**src/rtl/core/quadratic_tracking_cost_accumulator_unit_assert.svh**
```systemverilog
// ----------------------------------------------------------------------------
// Assertion macros
// Shared concurrent assertion forms, clocked on clk and disabled in reset.
// ----------------------------------------------------------------------------
`ifndef QUADRATIC_TRACKING_COST_ACCUMULATOR_UNIT_ASSERT_SVH
`define QUADRATIC_TRACKING_COST_ACCUMULATOR_UNIT_ASSERT_SVH
`ifndef SYNTHESIS
`define QTCA_ASSERT(lbl, cond, msg) \
	lbl: assert property (@(posedge clk) disable iff (!arst_n) (cond)) else $error(msg);
`define QTCA_ASSERT_IMP(lbl, ante, cons, msg) \
	lbl: assert property (@(posedge clk) disable iff (!arst_n) (ante) |-> (cons)) else $error(msg);
`else
`define QTCA_ASSERT(lbl, cond, msg)
`define QTCA_ASSERT_IMP(lbl, ante, cons, msg)
`endif
`endif

```
**src/rtl/core/qtca_pkg.sv**
```systemverilog
// ----------------------------------------------------------------------------
// qtca_pkg
// Constants, codes, types and helpers of the quadratic cost accumulator.
// ----------------------------------------------------------------------------
package qtca_pkg;

	localparam int MAX_STATES = 12;
	localparam int MAX_INPUTS = 4;
	localparam int FRAC_BITS  = 16;

	localparam int NUM_MATS  = 4;
	localparam int MAT_SIZE  = MAX_STATES * MAX_STATES;
	localparam int RAM_DEPTH = NUM_MATS * MAT_SIZE;
	localparam int ADDR_W    = $clog2(RAM_DEPTH);

	localparam int WORD_W = 32;
	localparam int DEV_W  = WORD_W + 1;
	localparam int MUL_W  = 33;
	localparam int PROD_W = 2 * MUL_W;
	localparam int RND_W  = PROD_W - FRAC_BITS;
	localparam int ACC_W  = 64;

	localparam int MAX_DIM   = (MAX_STATES > MAX_INPUTS) ? MAX_STATES : MAX_INPUTS;
	localparam int IDX_W     = (MAX_DIM > 1) ? $clog2(MAX_DIM) : 1;
	localparam int CNT_W     = $clog2(MAX_DIM + 1);
	localparam int ST_IDX_W  = (MAX_STATES > 1) ? $clog2(MAX_STATES) : 1;
	localparam int IN_IDX_W  = (MAX_INPUTS > 1) ? $clog2(MAX_INPUTS) : 1;

	// row sum width, and its split into two multiplier passes
	localparam int T_W   = RND_W + $clog2(MAX_DIM) + 1;
	localparam int TL    = (T_W + 1) / 2;
	localparam int SUM_A = MUL_W + T_W + 1;
	localparam int SUM_W = (SUM_A > ACC_W + FRAC_BITS) ? SUM_A : ACC_W + FRAC_BITS;

	localparam logic [ACC_W-1:0]        MAG_CAP = 64'h7FFF_FFFF_FFFF_FFFF;
	localparam logic signed [ACC_W-1:0] ACC_MAX = 64'sh7FFF_FFFF_FFFF_FFFF;
	localparam logic signed [ACC_W-1:0] ACC_MIN = 64'sh8000_0000_0000_0000;

	localparam int CFG_IDX_W  = 2;
	localparam int CFG_DATA_W = 4;
	localparam logic [CFG_IDX_W-1:0] CFG_ACTIVE_STATES = 2'd0;
	localparam logic [CFG_IDX_W-1:0] CFG_ACTIVE_INPUTS = 2'd1;
	localparam logic [CFG_IDX_W-1:0] CFG_USE_SHIFTED   = 2'd2;
	localparam logic [3:0] RST_ACTIVE_STATES = 4'd12;
	localparam logic [2:0] RST_ACTIVE_INPUTS = 3'd4;

	localparam logic [1:0] MAT_Q  = 2'd0;
	localparam logic [1:0] MAT_R  = 2'd1;
	localparam logic [1:0] MAT_P  = 2'd2;
	localparam logic [1:0] MAT_PS = 2'd3;

	typedef enum logic [2:0] {
		OP_WRITE    = 3'd0,
		OP_CLEAR    = 3'd1,
		OP_STATE    = 3'd2,
		OP_INPUT    = 3'd3,
		OP_STAGE    = 3'd4,
		OP_TERMINAL = 3'd5
	} op_t;

	typedef enum logic [1:0] {
		MS_WEIGHT,
		MS_THI,
		MS_TLO
	} mul_src_t;

	typedef enum logic [3:0] {
		S_IDLE,
		S_MAC_ADDR,
		S_MAC_MUL,
		S_T_ACC,
		S_T_HI,
		S_T_LO,
		S_T_SUM,
		S_T_ADD,
		S_FOLD,
		S_HALF,
		S_OBJ
	} state_t;

	typedef struct packed {
		logic             st_we;
		logic             in_we;
		logic [IDX_W-1:0] wr_idx;
		logic             dev_inp;
		logic [IDX_W-1:0] dev_idx;
		logic             mul_en;
		mul_src_t         mul_src;
		logic             t_clr;
		logic             t_acc;
		logic             term_sum;
		logic             term_add;
		logic             fold;
		logic             half;
		logic             obj_upd;
		logic             clr;
		logic             cmd_init;
	} ctl_t;

	typedef struct packed {
		logic signed [ACC_W-1:0] sum;
		logic                    ovf;
	} sat_res_t;

	function automatic sat_res_t sat_add(logic signed [ACC_W-1:0] a,
			logic signed [ACC_W-1:0] b);
		sat_res_t res;
		logic signed [ACC_W-1:0] s;
		s = a + b;
		res.ovf = (a[ACC_W-1] == b[ACC_W-1]) && (s[ACC_W-1] != a[ACC_W-1]);
		res.sum = res.ovf ? (b[ACC_W-1] ? ACC_MIN : ACC_MAX) : s;
		return res;
	endfunction

	function automatic logic [ADDR_W-1:0] ram_addr(logic [1:0] sel,
			logic [IDX_W-1:0] r, logic [IDX_W-1:0] c);
		return ADDR_W'(int'(sel) * MAT_SIZE + int'(r) * MAX_STATES + int'(c));
	endfunction

endpackage

```
**src/rtl/core/qtca_seq.sv**
```systemverilog
// ----------------------------------------------------------------------------
// qtca_seq
// Command decode and row/column sequencer for the quadratic forms.
// ----------------------------------------------------------------------------
`include "quadratic_tracking_cost_accumulator_unit_assert.svh"

module qtca_seq import qtca_pkg::*; (
	input  logic              clk,
	input  logic              arst_n,
	input  logic              start,
	input  logic [2:0]        op,
	input  logic [1:0]        matrix_sel,
	input  logic [3:0]        row,
	input  logic [3:0]        col,
	input  logic [3:0]        element_index,
	input  logic [3:0]        active_states,
	input  logic [2:0]        active_inputs,
	input  logic              use_shifted_terminal,
	output logic              busy,
	output logic              done,
	output ctl_t              ctl,
	output logic              ram_we,
	output logic [ADDR_W-1:0] ram_waddr,
	output logic [ADDR_W-1:0] ram_raddr
);

	state_t           state_q, state_d;
	logic [CNT_W-1:0] i_q, i_d;
	logic [CNT_W-1:0] j_q, j_d;
	logic [CNT_W-1:0] n_q, n_d;
	logic [1:0]       mat_q, mat_d;
	logic             inp_q, inp_d;
	logic             stage_q, stage_d;
	logic             done_q, done_d;
	logic [CNT_W-1:0] ns;
	logic [CNT_W-1:0] ni;

	assign ns = (int'(active_states) > MAX_STATES) ? CNT_W'(MAX_STATES)
	                                               : CNT_W'(active_states);
	assign ni = (int'(active_inputs) > MAX_INPUTS) ? CNT_W'(MAX_INPUTS)
	                                               : CNT_W'(active_inputs);

	assign ram_waddr = ram_addr(matrix_sel, row[IDX_W-1:0], col[IDX_W-1:0]);
	assign ram_raddr = ram_addr(mat_q, i_q[IDX_W-1:0], j_q[IDX_W-1:0]);

	always_ff @(posedge clk or negedge arst_n) begin
		if (!arst_n) begin
			state_q <= S_IDLE;
			i_q     <= '0;
			j_q     <= '0;
			n_q     <= '0;
			mat_q   <= MAT_Q;
			inp_q   <= 1'b0;
			stage_q <= 1'b0;
			done_q  <= 1'b0;
		end else begin
			state_q <= state_d;
			i_q     <= i_d;
			j_q     <= j_d;
			n_q     <= n_d;
			mat_q   <= mat_d;
			inp_q   <= inp_d;
			stage_q <= stage_d;
			done_q  <= done_d;
		end
	end

	always_comb begin
		state_d = state_q;
		i_d     = i_q;
		j_d     = j_q;
		n_d     = n_q;
		mat_d   = mat_q;
		inp_d   = inp_q;
		stage_d = stage_q;
		done_d  = 1'b0;
		ram_we  = 1'b0;
		ctl         = '0;
		ctl.wr_idx  = element_index[IDX_W-1:0];
		ctl.dev_inp = inp_q;
		ctl.dev_idx = j_q[IDX_W-1:0];

		unique case (state_q)
			S_IDLE: begin
				if (start) begin
					unique case (op)
						OP_WRITE: begin
							ram_we = (int'(row) < MAX_STATES) && (int'(col) < MAX_STATES);
						end
						OP_CLEAR: begin
							ctl.clr = 1'b1;
							done_d  = 1'b1;
						end
						OP_STATE: begin
							ctl.st_we = int'(element_index) < MAX_STATES;
						end
						OP_INPUT: begin
							ctl.in_we = int'(element_index) < MAX_INPUTS;
						end
						OP_STAGE, OP_TERMINAL: begin
							ctl.cmd_init = 1'b1;
							if (op == OP_STAGE) begin
								mat_d = MAT_Q;
							end else begin
								mat_d = use_shifted_terminal ? MAT_PS : MAT_P;
							end
							stage_d = (op == OP_STAGE);
							inp_d   = 1'b0;
							n_d     = ns;
							i_d     = '0;
							j_d     = '0;
							state_d = (ns == '0) ? S_FOLD : S_MAC_ADDR;
						end
						default: begin
							// unused codes: drop the word
						end
					endcase
				end
			end
			S_MAC_ADDR: begin
				// weight read issues here; fold in the previous column product
				if (j_q == '0) begin
					ctl.t_clr = 1'b1;
				end else begin
					ctl.t_acc = 1'b1;
				end
				state_d = S_MAC_MUL;
			end
			S_MAC_MUL: begin
				ctl.mul_en  = 1'b1;
				ctl.mul_src = MS_WEIGHT;
				if (j_q + 1'b1 == n_q) begin
					j_d     = '0;
					state_d = S_T_ACC;
				end else begin
					j_d     = j_q + 1'b1;
					state_d = S_MAC_ADDR;
				end
			end
			S_T_ACC: begin
				ctl.t_acc = 1'b1;
				state_d   = S_T_HI;
			end
			S_T_HI: begin
				ctl.dev_idx = i_q[IDX_W-1:0];
				ctl.mul_en  = 1'b1;
				ctl.mul_src = MS_THI;
				state_d     = S_T_LO;
			end
			S_T_LO: begin
				ctl.dev_idx = i_q[IDX_W-1:0];
				ctl.mul_en  = 1'b1;
				ctl.mul_src = MS_TLO;
				state_d     = S_T_SUM;
			end
			S_T_SUM: begin
				ctl.term_sum = 1'b1;
				state_d      = S_T_ADD;
			end
			S_T_ADD: begin
				ctl.term_add = 1'b1;
				if (i_q + 1'b1 == n_q) begin
					i_d     = '0;
					state_d = S_FOLD;
				end else begin
					i_d     = i_q + 1'b1;
					state_d = S_MAC_ADDR;
				end
			end
			S_FOLD: begin
				ctl.fold = 1'b1;
				if (stage_q) begin
					// advance to the input form of a stage command
					stage_d = 1'b0;
					mat_d   = MAT_R;
					inp_d   = 1'b1;
					n_d     = ni;
					i_d     = '0;
					j_d     = '0;
					state_d = (ni == '0) ? S_FOLD : S_MAC_ADDR;
				end else begin
					state_d = S_HALF;
				end
			end
			S_HALF: begin
				ctl.half = 1'b1;
				state_d  = S_OBJ;
			end
			S_OBJ: begin
				ctl.obj_upd = 1'b1;
				done_d      = 1'b1;
				state_d     = S_IDLE;
			end
			default: begin
				state_d = S_IDLE;
			end
		endcase
	end

	assign busy = (state_q != S_IDLE);
	assign done = done_q;

	`QTCA_ASSERT(a_done_idle, !done_q || state_q == S_IDLE, "result strobe while busy")
	`QTCA_ASSERT_IMP(a_busy_start, $rose(busy), $past(start), "busy rose without a start")
	`QTCA_ASSERT_IMP(a_mac_range, state_q == S_MAC_ADDR || state_q == S_MAC_MUL, j_q < n_q && i_q < n_q, "form index out of range")

endmodule

```
**config.mk**
```make
export PLATFORM = sky130hd
export DESIGN_NAME = qtca_seq
export DESIGN_NICKNAME = d
export VERILOG_FILES = /design/src/rtl/core/qtca_pkg.sv /design/src/rtl/core/qtca_seq.sv
export VERILOG_INCLUDE_DIRS = /design/src /design/src/rtl/core
export SDC_FILE = /design/constraint.sdc
export NUM_CORES = 1
export LEC_CHECK = 0
export ABC_AREA = 0
export BUFFER_PORTS_ARGS = -buffer_cell sky130_fd_sc_hd__buf_4
export CORE_UTILIZATION = 40
export CTS_BUF_LIST = sky130_fd_sc_hd__clkbuf_16
export CTS_CLUSTER_DIAMETER = 30
export DETAILED_ROUTE_END_ITERATION = 7
export GPL_ROUTABILITY_DRIVEN = 1
export MAX_ROUTING_LAYER = met4
export PLACE_DENSITY = 0.69
export SLEW_MARGIN = 20
export SYNTH_ARGS = -nofsm -noshare
export SYNTH_HDL_FRONTEND = slang
export SYNTH_SLANG_ARGS = --single-unit
```
**constraint.sdc**
```tcl
create_clock -name clk -period 2.8 [get_ports clk]
set_input_delay 0.56 -clock clk [delete_from_list [all_inputs] [get_ports clk]]
set_output_delay 0.56 -clock clk [all_outputs]
set_load 0.01 [all_outputs]
```
==> run_results.csv, run 1 <==
group,metric,value,unit
yosys,ys_ff_latch,21,
layout,num_antenna_cells,0,
power,power.share.clock,10.3,%
clocking,h-tree-depth,1,
route,drc,0,
floorplan,rows,26,
grt,grt_pass1_vias,1971,
setup_path,endpoint_kind,"output port",
yosys,avgSynthCellArea,8.85,um2
setup_path,crit_slowest_cell,"fa_2",
floorplan,die_h,74.6,um
outcome,outcome,"finished with violations",
timing,tns,-0.548,ns
run,maxCapViolations,0,
grt,grtUsageTotal,21.4,%
setup_path,reg2reg_to,"i_q[3]",
floorplan,start_util,41.5,%
power,peakVddDrop,0.000561,V
layout,final_nets,362,
power,power_frac_comb,68.2,%
clocking,clk_pin_slew,0.06,ns
timing,max_freq,339,MHz
placement,routabilityCongestion,0.854,
grt,grt_antenna_before_repair,0,
timing,fin_ws,-0.149,ns
setup_path,cp.required,2.24,ns
power,p_sw_share,43.2,%
clocking,cts-buffers-inserted,3,
layout,num-fill-cells,481,
yosys,synth_cells,238,
floorplan,die_x,74.6,um
timing,period_share,105,%
route,drtPass1Iterations,4,
floorplan,boundaryPins,74,
setup_path,reg2reg_slack,0.69,ns
timing,period_needed,2.95,ns
route,ant_nets,0,
setup_path,r2r_cells,5,
yosys,seq_area_frac_synth,24.9,%
layout,drive_above_1_share,37.9,%
clocking,cts-root-buf,"clkbuf_16",
grt,grt_first_pass_wirelength,8790,um
placement,place_ws,-0.277,ns
timing,final.setup_skew,0.000831,ns
yosys,async_reset_ff_share,100,%
clocking,cts_sinks,21,
setup_path,crit_path_end,"ram_raddr[8]",
power,p_leak,1.42,nW
route,viasPerCell,5.22,
clocking,clock_latency,0.26,ns
grt,grt_max_degree,22,
timing,rsz0062_at_grt,"true",
timing,drv_slew,0,
route,drtIter0Drc,86,
setup_path,critPathKind,"reg -> out",
power,p_int,1.69,mW
yosys,synth_cell_types,49,
setup_path,crit_arrival,2.39,ns
yosys,synth_edf_count,0,
setup_path,r2r-start,"state_q[1]",
timing,setup_violations,9,
yosys,synth_nets,290,
clocking,cts_tree,"yes",
placement,dpl_cell_area,2710,um2
placement,post-dp-hpwl,4250,um
yosys,ys.flop_type,"dfrtp_1",
setup_path,crit_start,"i_q[0]",
clocking,clk_path_buf_depth,2,
timing,relSlewSlack,66.4,%
outcome,violations,"negative setup slack",
setup_path,max_stage_delay,0.55,ns
setup_path,startpoint_type,"flip-flop",
layout,multiInputGateArea,1600,um2
yosys,yosys_warnings,0,
power,switchingPower,1.29,mW
setup_path,path_cells,"ha_2, fa_2, ha_4, a21o_1, a21oi_2, nor2b_1, a21oi_2, xnor2_1, buf_4",
setup_path,worstPathMaxFanout,3,
route,vias,1977,
yosys,syn_area,2110,um2
layout,register_area,526,um2
timing,worst_slew_pin_slew,0.503,ns
placement,io_buffers,65,
setup_path,cpMostUsedCell,"a21oi_2",
power,power_density,1000,nW/um2
timing,hold_viol_final,0,
layout,stdcell_area,2960,um2
min_path,worstHoldPathType,"in -> async",
grt,grt_overflow,0,
floorplan,dieArea,5560,um2
route,finalWirelength,5470,um
floorplan,coreArea,5070,um2
route,drt-wirelength-per-cell,14.4,um
layout,area_delta_synth_final,40.6,%
power,pwr-share-seq,21.5,%
-- power groups by stage --
stage | combinational (mW) | clock (mW) | sequential, mW
3_3_place_gp | 1.85 | 0 | 0.625
6_report | 2.03 | 0.306 | 0.641
2_1_floorplan | 1.24 | 0 | 0.558
3_5_place_dp | 1.90 | 0 | 0.631
5_1_grt | 2.24 | 0.323 | 0.668
4_1_cts | 2.01 | 0.306 | 0.631
-- Yosys cell counts, drive strengths merged (2+ instances only) --
master | instances | area (um2)
inv | 9 | 33.8
a21oi | 14 | 70.1
nor4b | 2 | 17.5
or3 | 4 | 25.0
nand2b | 5 | 38.8
o22ai | 3 | 18.8
nor2 | 18 | 72.6
mux2 | 4 | 45.0
a211oi | 2 | 15.0
xnor2 | 17 | 149
a21o | 10 | 76.3
nand2 | 24 | 90.1
nor3b | 2 | 15.0
buf | 13 | 90.1
xor2 | 8 | 70.1
nand3 | 3 | 15.0
nor2b | 6 | 37.5
a31oi | 2 | 12.5
nand3b | 2 | 15.0
o21ai | 12 | 60.1
nor3 | 6 | 30.0
mux2i | 2 | 20.0
a22o | 4 | 36.3
o21bai | 2 | 15.0
fa | 4 | 80.1
ha | 20 | 250
clkbuf | 3 | 11.3
dfrtp | 21 | 526
nor4 | 3 | 40.0
a32o | 2 | 20.0
-- through the flow --
step	cells	util [%]	power, mW	hold WS (ns)
detailed placement	374	53.5	2.53	0.466
floorplan	238	-	1.80	0.264
finish	379	58.4	2.98	0.182
global placement	374	53.5	2.48	0.462
global route	379	58.4	3.23	0.206
CTS	378	56.9	2.94	0.193
-- layout make-up --
cell class,instances,area share (%)
Multi-Input combinational cell,192,54.0
Clock inverter,1,0.127
Sequential cell,21,17.7
Clock buffer,3,2.53
Timing Repair Buffer,83,21.5
Inverter,9,1.14
Tap cell,70,2.96
-- registers in the layout, summed over array words and instances, names as in the netlist --
signal	cells
i_q	4
j_q	4
n_q	4
state_q	4
mat_q	2
done	1
inp_q	1
stage_q	1
-- how the worst min path moves through the flow --
| stage | startpoint | endpoint | slack [ns] | depth (start not counted) |
|---|---|---|---|---|
| global placement | arst_n | i_q[2] | 0.46 | 1 |
| detailed placement | arst_n | i_q[0] | 0.47 | 1 |
| CTS | arst_n | j_q[2] | 0.19 | 1 |
| global route | arst_n | i_q[2] | 0.21 | 1 |
| finish | arst_n | i_q[2] | 0.18 | 1 |
| floorplan | arst_n | done | 0.26 | 0 |
-- kinds of logic after synthesis --
| family | synth area share (%) |
|---|---|
| xor+xnor | 11.5 |
| mux | 3.09 |
| simple gates | 20.5 |
| compound gates | 17.9 |
| flops | 24.9 |
| fa+ha+maj | 15.7 |
| buf+inv | 6.41 |
-- worst max-delay path: cells and delay by family, from the launching register on --
kind                     cells  cell delay, ns
buffers and inverters        1            0.14
AO/OA/AOI/OAI                3            0.45
XOR/XNOR                     1            0.13
adder cells (fa/ha/maj)      3            0.95
flip-flops                   1            0.39
AND/OR/NAND/NOR              1            0.07
-- timing repair --
action | 4_1_cts | 5_1_grt
resized for setup | 20 | 10
buffers inserted | 1 | 1
setup endpoints to repair | 9 | 10
hold buffers | 0 | 0
pin swaps | 17 | 6
-- per-layer routing --
| metal | routed length, um | GRT usage [%] |
|---|---|---|
| met5 | 0 | - |
| met4 | 40 | 4.82 |
| met3 | 262 | 3.66 |
| met1 | 2380 | 25.5 |
| met2 | 2790 | 37.6 |
-- placed cells by master, fill, tap and decap left out, types with 3 or more instances in the layout --
cell type / n
nand2_1: 24
mux2_2: 4
clkbuf_16: 3
a21oi_1: 10
a21o_1: 9
ha_4: 4
a21oi_2: 3
xnor2_1: 14
o22ai_1: 3
or3_1: 4
dfrtp_1: 21
ha_1: 15
nor2b_1: 5
nor3_1: 6
buf_4: 80
nand2b_1: 4
o21ai_1: 3
o21ai_0: 7
a22o_1: 3
nand3_1: 3
inv_1: 10
xor2_1: 6
nor2_1: 16
Note: power is estimated with default switching activity, not from simulation.
==> run 2: changes to the inputs <==
--- a/config.mk
+++ b/config.mk
@@ -6,7 +6,7 @@
 export SDC_FILE = /design/constraint.sdc
 export NUM_CORES = 1
 export LEC_CHECK = 0
-export ABC_AREA = 0
+export ABC_AREA = 1
 export BUFFER_PORTS_ARGS = -buffer_cell sky130_fd_sc_hd__buf_4
 export CORE_UTILIZATION = 40
 export CTS_BUF_LIST = sky130_fd_sc_hd__clkbuf_16
@@ -14,7 +14,7 @@
 export DETAILED_ROUTE_END_ITERATION = 7
 export GPL_ROUTABILITY_DRIVEN = 1
 export MAX_ROUTING_LAYER = met4
-export PLACE_DENSITY = 0.69
+export PLACE_DENSITY = 0.68
 export SLEW_MARGIN = 20
 export SYNTH_ARGS = -nofsm -noshare
 export SYNTH_HDL_FRONTEND = slang
==> run_results.csv, run 2 <==
group,metric,value,unit
outcome,outcome,"finished with violations",
outcome,violations,"negative setup slack",
placement,post-dp-hpwl,4430,um
grt,grt_first_pass_wirelength,9270,um
timing,fin_hold_ws,0.178,ns
clocking,cts_sinks,21,
timing,setup_violations,6,
placement,io_buffers,65,
route,dr_wl_met2,2780,um
floorplan,boundaryPins,74,
route,wl_met1,2690,um
yosys,yosys_warnings,0,
timing,worst_slew_pin_slew,0.442,ns
layout,final_common_cell,"nand2_1",
setup_path,critPathKind,"in -> out",
route,drt-wirelength-per-cell,12.3,um
timing,period_share,103,%
yosys,syn_area,2190,um2
setup_path,startpoint_type,"input port",
setup_path,cp_num_buf_inv,2,
setup_path,cp.required,2.24,ns
power,pwr-share-seq,21.0,%
yosys,synth.most_common_cell,"nand2_1",
setup_path,reg2reg_to,"j_q[0]",
power,switchingPower,1.20,mW
power,power.share.clock,11.7,%
timing,max_freq,346,MHz
floorplan,dieArea,5780,um2
placement,place_ws,-0.290,ns
layout,multiInputGateArea,1510,um2
layout,num_antenna_cells,0,
yosys,seq_area_frac_synth,24.0,%
timing,fin_ws,-0.0892,ns
yosys,synth_cells,322,
setup_path,crit_arrival,2.33,ns
layout,area_delta_synth_final,40.3,%
timing,period_needed,2.89,ns
setup_path,r2r_cells,8,
grt,grt_pass1_vias,2103,
setup_path,cpMostUsedCell,"nand2_1",
grt,grt_antenna_before_repair,0,
route,vias,2300,
clocking,clk_path_buf_depth,2,
yosys,synth_area_leaders,"dfrtp_1 24%, nand2_1 15%, ha_1 11%",
power,power_density,851,nW/um2
floorplan,die_h,76.0,um
yosys,synth_common_cells,"88 x nand2_1, 49 x inv_1, 31 x nand3_1",
yosys,synth_edf_count,0,
yosys,yosys.area.top_type_share,24.0,%
setup_path,r2r-start,"j_q[0]",
timing,tns,-0.252,ns
yosys,ys_ff_latch,21,
yosys,ys.flop_type,"dfrtp_1",
run,maxCapViolations,0,
floorplan,start_util,42.1,%
setup_path,crit_slowest_cell,"fa_2",
layout,final_nets,453,
placement,routabilityCongestion,0.924,
layout,layout_common_cells,"84 x nand2_1, 77 x buf_4, 50 x inv_1",
setup_path,max_stage_delay,0.37,ns
route,drtIter0Drc,87,
grt,grt_max_degree,22,
yosys,async_reset_ff_share,100,%
grt,grtUsageTotal,19.8,%
route,finalWirelength,5760,um
layout,register_area,527,um2
timing,final.setup_skew,0.00171,ns
min_path,worstHoldPathType,"in -> async",
placement,dpl_cell_area,2750,um2
layout,drive_above_1_share,31.8,%
setup_path,path_cells,"buf_8, ha_4, fa_2, xnor2_2, ha_4, nand2_1, nand2_1, a21oi_2, nor2_1, nand2_1, nand2_1, nand2_1, nand2_1, buf_6",
clocking,clk_pin_slew,0.06,ns
timing,hold_viol_final,0,
setup_path,worstPathMaxFanout,3,
route,highest_layer,"met4",
yosys,synth_cell_types,28,
placement,dp_cells,455,
clocking,cts-buffers-inserted,3,
floorplan,die_x,76.0,um
power,peakVddDrop,0.000633,V
route,drtPass1Iterations,4,
setup_path,reg2reg_slack,1.08,ns
timing,rsz0062_at_grt,"true",
route,met3WireLength,239,um
power,total_power,2.62,mW
layout,fin_util,59.1,%
route,viasPerCell,4.89,
floorplan,rows,26,
power,p_sw_share,46.0,%
route,ant_nets,0,
clocking,cts-root-buf,"clkbuf_16",
power,p_int,1.41,mW
setup_path,cp_top_family,"adder cells",
yosys,synth_nets,374,
clocking,cts_tree,"yes",
timing,relSlewSlack,70.5,%
setup_path,crit_start,"row[1]",
layout,layout.cells.non_filler,470,
clocking,h-tree-depth,1,
timing,drv_slew,0,
layout,stdcell_area,3080,um2
setup_path,crit_path_end,"ram_waddr[8]",
clocking,clock_latency,0.26,ns
route,drc,0,
setup_path,endpoint_kind,"output port",
setup_path,worst-path-stages,14,
yosys,avgSynthCellArea,6.81,um2
layout,num-fill-cells,486,
yosys,synth_top_area_cell,"dfrtp_1",
power,p_leak,1.68,nW
power,power_frac_comb,67.2,%
grt,grt_overflow,0,
floorplan,coreArea,5200,um2
==> run 2: cell types whose count changed after synthesis, moves of 6 or more <==
cell and delta:
inv_1 +40, nor2b_1 -6, a21o_1 -9, xnor2_1 -10, nand2_1 +64, nor2_1 +10, nand3_1 +28
==> run 2: cell type report <==
cell class                 count  share of cell area [%]
tap                           70                    2.85
clock inverter                 1                   0.122
multi-input combinational    240                    49.1
sequential                    21                    17.1
timing repair buffer          86                    22.3
clock buffer                   3                    2.44
inverter                      49                    5.98
==> run 2: how the worst min path moves through the flow <==
stage                       from    endpoint  cells past startpoint  slack [ns]
final                     arst_n  state_q[2]                      1        0.18
after CTS                 arst_n        done                      1        0.20
after global routing      arst_n  state_q[2]                      1        0.21
after detailed placement  arst_n        done                      1        0.47
after global placement    arst_n        done                      1        0.46
after floorplan           arst_n        done                      0        0.26
==> run 2: routing by layer <==
metal	GRT usage, %	up-vias
li1	-	1175
met1	25.3	1056
met2	34.2	63
met3	2.28	6
met4	3.27	0
met5	-	-
==> run 2: what timing repair did <==
| action | in CTS | in global routing |
|---|---|---|
| resized for setup | 20 | 15 |
| setup endpoints to repair | 9 | 10 |
| hold buffers | 0 | 0 |
| setup buffers | 5 | 6 |
| pin swaps | 17 | 21 |
==> run 2: power by group through the flow <==
stage | clock network [mW] | logic [mW] | registers (mW)
2_1_floorplan | 0 | 1.05 | 0.518
3_3_place_gp | 0 | 1.55 | 0.543
3_5_place_dp | 0 | 1.57 | 0.546
4_1_cts | 0.303 | 1.69 | 0.547
5_1_grt | 0.317 | 1.95 | 0.564
6_report | 0.307 | 1.76 | 0.551
==> run 2: worst register-to-register path: cells and delay by family (launching register included) <==
family	cells	cell delay (ns)
AND/OR/NAND/NOR	4	0.39
AO/OA/AOI/OAI	1	0.11
buffers and inverters	1	0.12
flip-flops	1	0.49
XOR/XNOR	1	0.15
adder cells (fa/ha/maj)	1	0.34
==> run 2: cells by family (layout without fill, tap and decap cells) <==
family                     count (synthesis)  count (layout)  share of synthesized area, %
adders and majority gates                 24              24                          15.1
AOI/OAI and AO/OA                         33              33                          9.08
xor gates and xnor gates                  15              15                          5.99
and+or+nand+nor                          168             168                          33.3
buffers and inverters                     61             139                          12.6
DFF                                       21              21                          24.0
==> run 3: changes to the inputs <==
--- a/config.mk
+++ b/config.mk
@@ -8,13 +8,13 @@
 export LEC_CHECK = 0
 export ABC_AREA = 1
 export BUFFER_PORTS_ARGS = -buffer_cell sky130_fd_sc_hd__buf_4
-export CORE_UTILIZATION = 40
+export CORE_UTILIZATION = 46
 export CTS_BUF_LIST = sky130_fd_sc_hd__clkbuf_16
 export CTS_CLUSTER_DIAMETER = 30
 export DETAILED_ROUTE_END_ITERATION = 7
 export GPL_ROUTABILITY_DRIVEN = 1
 export MAX_ROUTING_LAYER = met4
-export PLACE_DENSITY = 0.68
+export PLACE_DENSITY = 0.77
 export SLEW_MARGIN = 20
 export SYNTH_ARGS = -nofsm -noshare
 export SYNTH_HDL_FRONTEND = slang
==> run_results.csv, run 3 (synthesis gave the netlist of run 2 again) <==
group,metric,value,unit
clocking,clk_pin_slew,0.06,ns
timing,rsz0062_at_grt,"true",
floorplan,die_x,71.0,um
run,maxCapViolations,0,
layout,layout_common_cells,"77 x nand2_1, 77 x buf_4, 49 x inv_1",
floorplan,coreArea,4470,um2
floorplan,dieArea,5050,um2
route,vias,2392,
grt,grtUsageTotal,24.0,%
timing,relSlewSlack,69.0,%
setup_path,crit_slowest_cell,"fa_2",
timing,hold_viol_final,0,
setup_path,crit_arrival,2.33,ns
placement,dpl_cell_area,2720,um2
setup_path,max_stage_delay,0.55,ns
timing,final.setup_skew,0.00130,ns
timing,period_share,103,%
placement,place_ws,-0.211,ns
route,drt-wirelength-per-cell,13.7,um
power,peakVddDrop,0.000536,V
route,dr_wl_met2,3260,um
placement,post-dp-hpwl,4240,um
route,ant_nets,0,
clocking,cts-buffers-inserted,3,
setup_path,worstPathMaxFanout,4,
timing,drv_slew,0,
clocking,clk_path_buf_depth,2,
route,drtIter0Drc,128,
floorplan,start_util,49.0,%
floorplan,die_h,71.0,um
timing,period_needed,2.89,ns
clocking,clock_latency,0.25,ns
route,met3WireLength,302,um
grt,grt_max_degree,22,
floorplan,boundaryPins,74,
clocking,cts_sinks,21,
route,drc,2,
timing,fin_ws,-0.0931,ns
grt,grt_antenna_before_repair,0,
setup_path,cpMostUsedCell,"nand2_2",
route,viasPerCell,5.30,
setup_path,critPathKind,"reg -> out",
layout,num_antenna_cells,0,
route,drtPass1Iterations,8,
clocking,cts-root-buf,"clkbuf_16",
timing,worst_slew_pin_slew,0.463,ns
grt,grt_first_pass_wirelength,9520,um
setup_path,endpoint_kind,"output port",
layout,final_nets,452,
outcome,violations,"design-rule violations, negative setup slack",
layout,area_delta_synth_final,42.9,%
placement,routabilityCongestion,0.890,
power,power_density,860,nW/um2
placement,dp_cells,436,
setup_path,cp.required,2.24,ns
grt,grt_overflow,0,
layout,drive_above_1_share,35.3,%
clocking,h-tree-depth,1,
setup_path,r2r_cells,8,
clocking,cts_tree,"yes",
timing,setup_violations,6,
route,highest_layer,"met4",
power,p_leak,1.70,nW
route,wl_met1,2590,um
timing,max_freq,346,MHz
floorplan,rows,24,
setup_path,path_cells,"ha_2, fa_2, ha_4, a21oi_2, nand2_2, nand2_2, nand2_2, nand2_2, xnor2_2, buf_4",
grt,grt_pass1_vias,2161,
layout,stdcell_area,3130,um2
route,finalWirelength,6200,um
setup_path,startpoint_type,"flip-flop",
layout,layout.cells.non_filler,451,
min_path,worstHoldPathType,"in -> async",
placement,io_buffers,65,
outcome,outcome,"finished with violations",
==> run 3: where the power goes <==
| group | internal [mW] | switching (mW) |
|---|---|---|
| Sequential | 0.415 | 0.136 |
| Clock | 0.192 | 0.118 |
| Combinational | 0.832 | 1.00 |
==> run 3: layout make-up <==
type                    count  area, um2
inverters                  49        184
multi-input cells         240       1600
clock buffers               3       75.1
clock inverters             1       5.00
well taps                  52       65.1
fillers                   363       1340
flip-flops and latches     21        527
repair buffers             85        676
==> run 3: metal layers <==
layer	vias to the layer above	global-route usage, %
met5	-	-
met4	0	3.33
met3	4	1.85
met2	88	42.7
met1	1122	30.6
li1	1178	-
==> run 3: critical path: cells and delay by family (launching register included) <==
kind / cells / cell delay, ns
buffers and inverters: 1 / 0.14
adder cells (fa/ha/maj): 3 / 0.96
AO/OA/AOI/OAI: 1 / 0.16
XOR/XNOR: 1 / 0.11
AND/OR/NAND/NOR: 4 / 0.31
flip-flops: 1 / 0.39
==> run 3: metrics by stage <==
| stage | total power, mW | setup TNS, ns | hold slack (ns) | utilization (%) |
|---|---|---|---|---|
| after floorplan | 1.57 | 0 | 0.264 | - |
| after global placement | 2.08 | -0.559 | 0.459 | 60.8 |
| after detailed placement | 2.12 | -0.782 | 0.467 | 60.8 |
| after CTS | 2.53 | -0.131 | 0.191 | 66.1 |
| after global routing | 2.92 | -0.835 | 0.201 | 70.0 |
| final | 2.69 | -0.240 | 0.181 | 70.0 |
==> run 3: repair_timing <==
| item | CTS | global route |
|---|---|---|
| pin swaps | 12 | 11 |
| resized for setup | 23 | 28 |
| endpoints found under the setup margin | 9 | 10 |
| setup buffers | 6 | 5 |
| cloned | 0 | 0 |
| hold buffers | 0 | 0 |
==> run 3: path summary, 6_finish.rpt <==
check                      slack (ns)   start           end
setup / recovery                -0.09  i_q[1]  ram_raddr[7]
hold / removal                   0.18  arst_n    state_q[2]
setup reg to reg                 1.07  j_q[0]        j_q[1]
hold reg to reg                  0.51   inp_q         inp_q
max in group asynchronous        2.37  arst_n        i_q[2]
min in group clk                 0.51   inp_q         inp_q
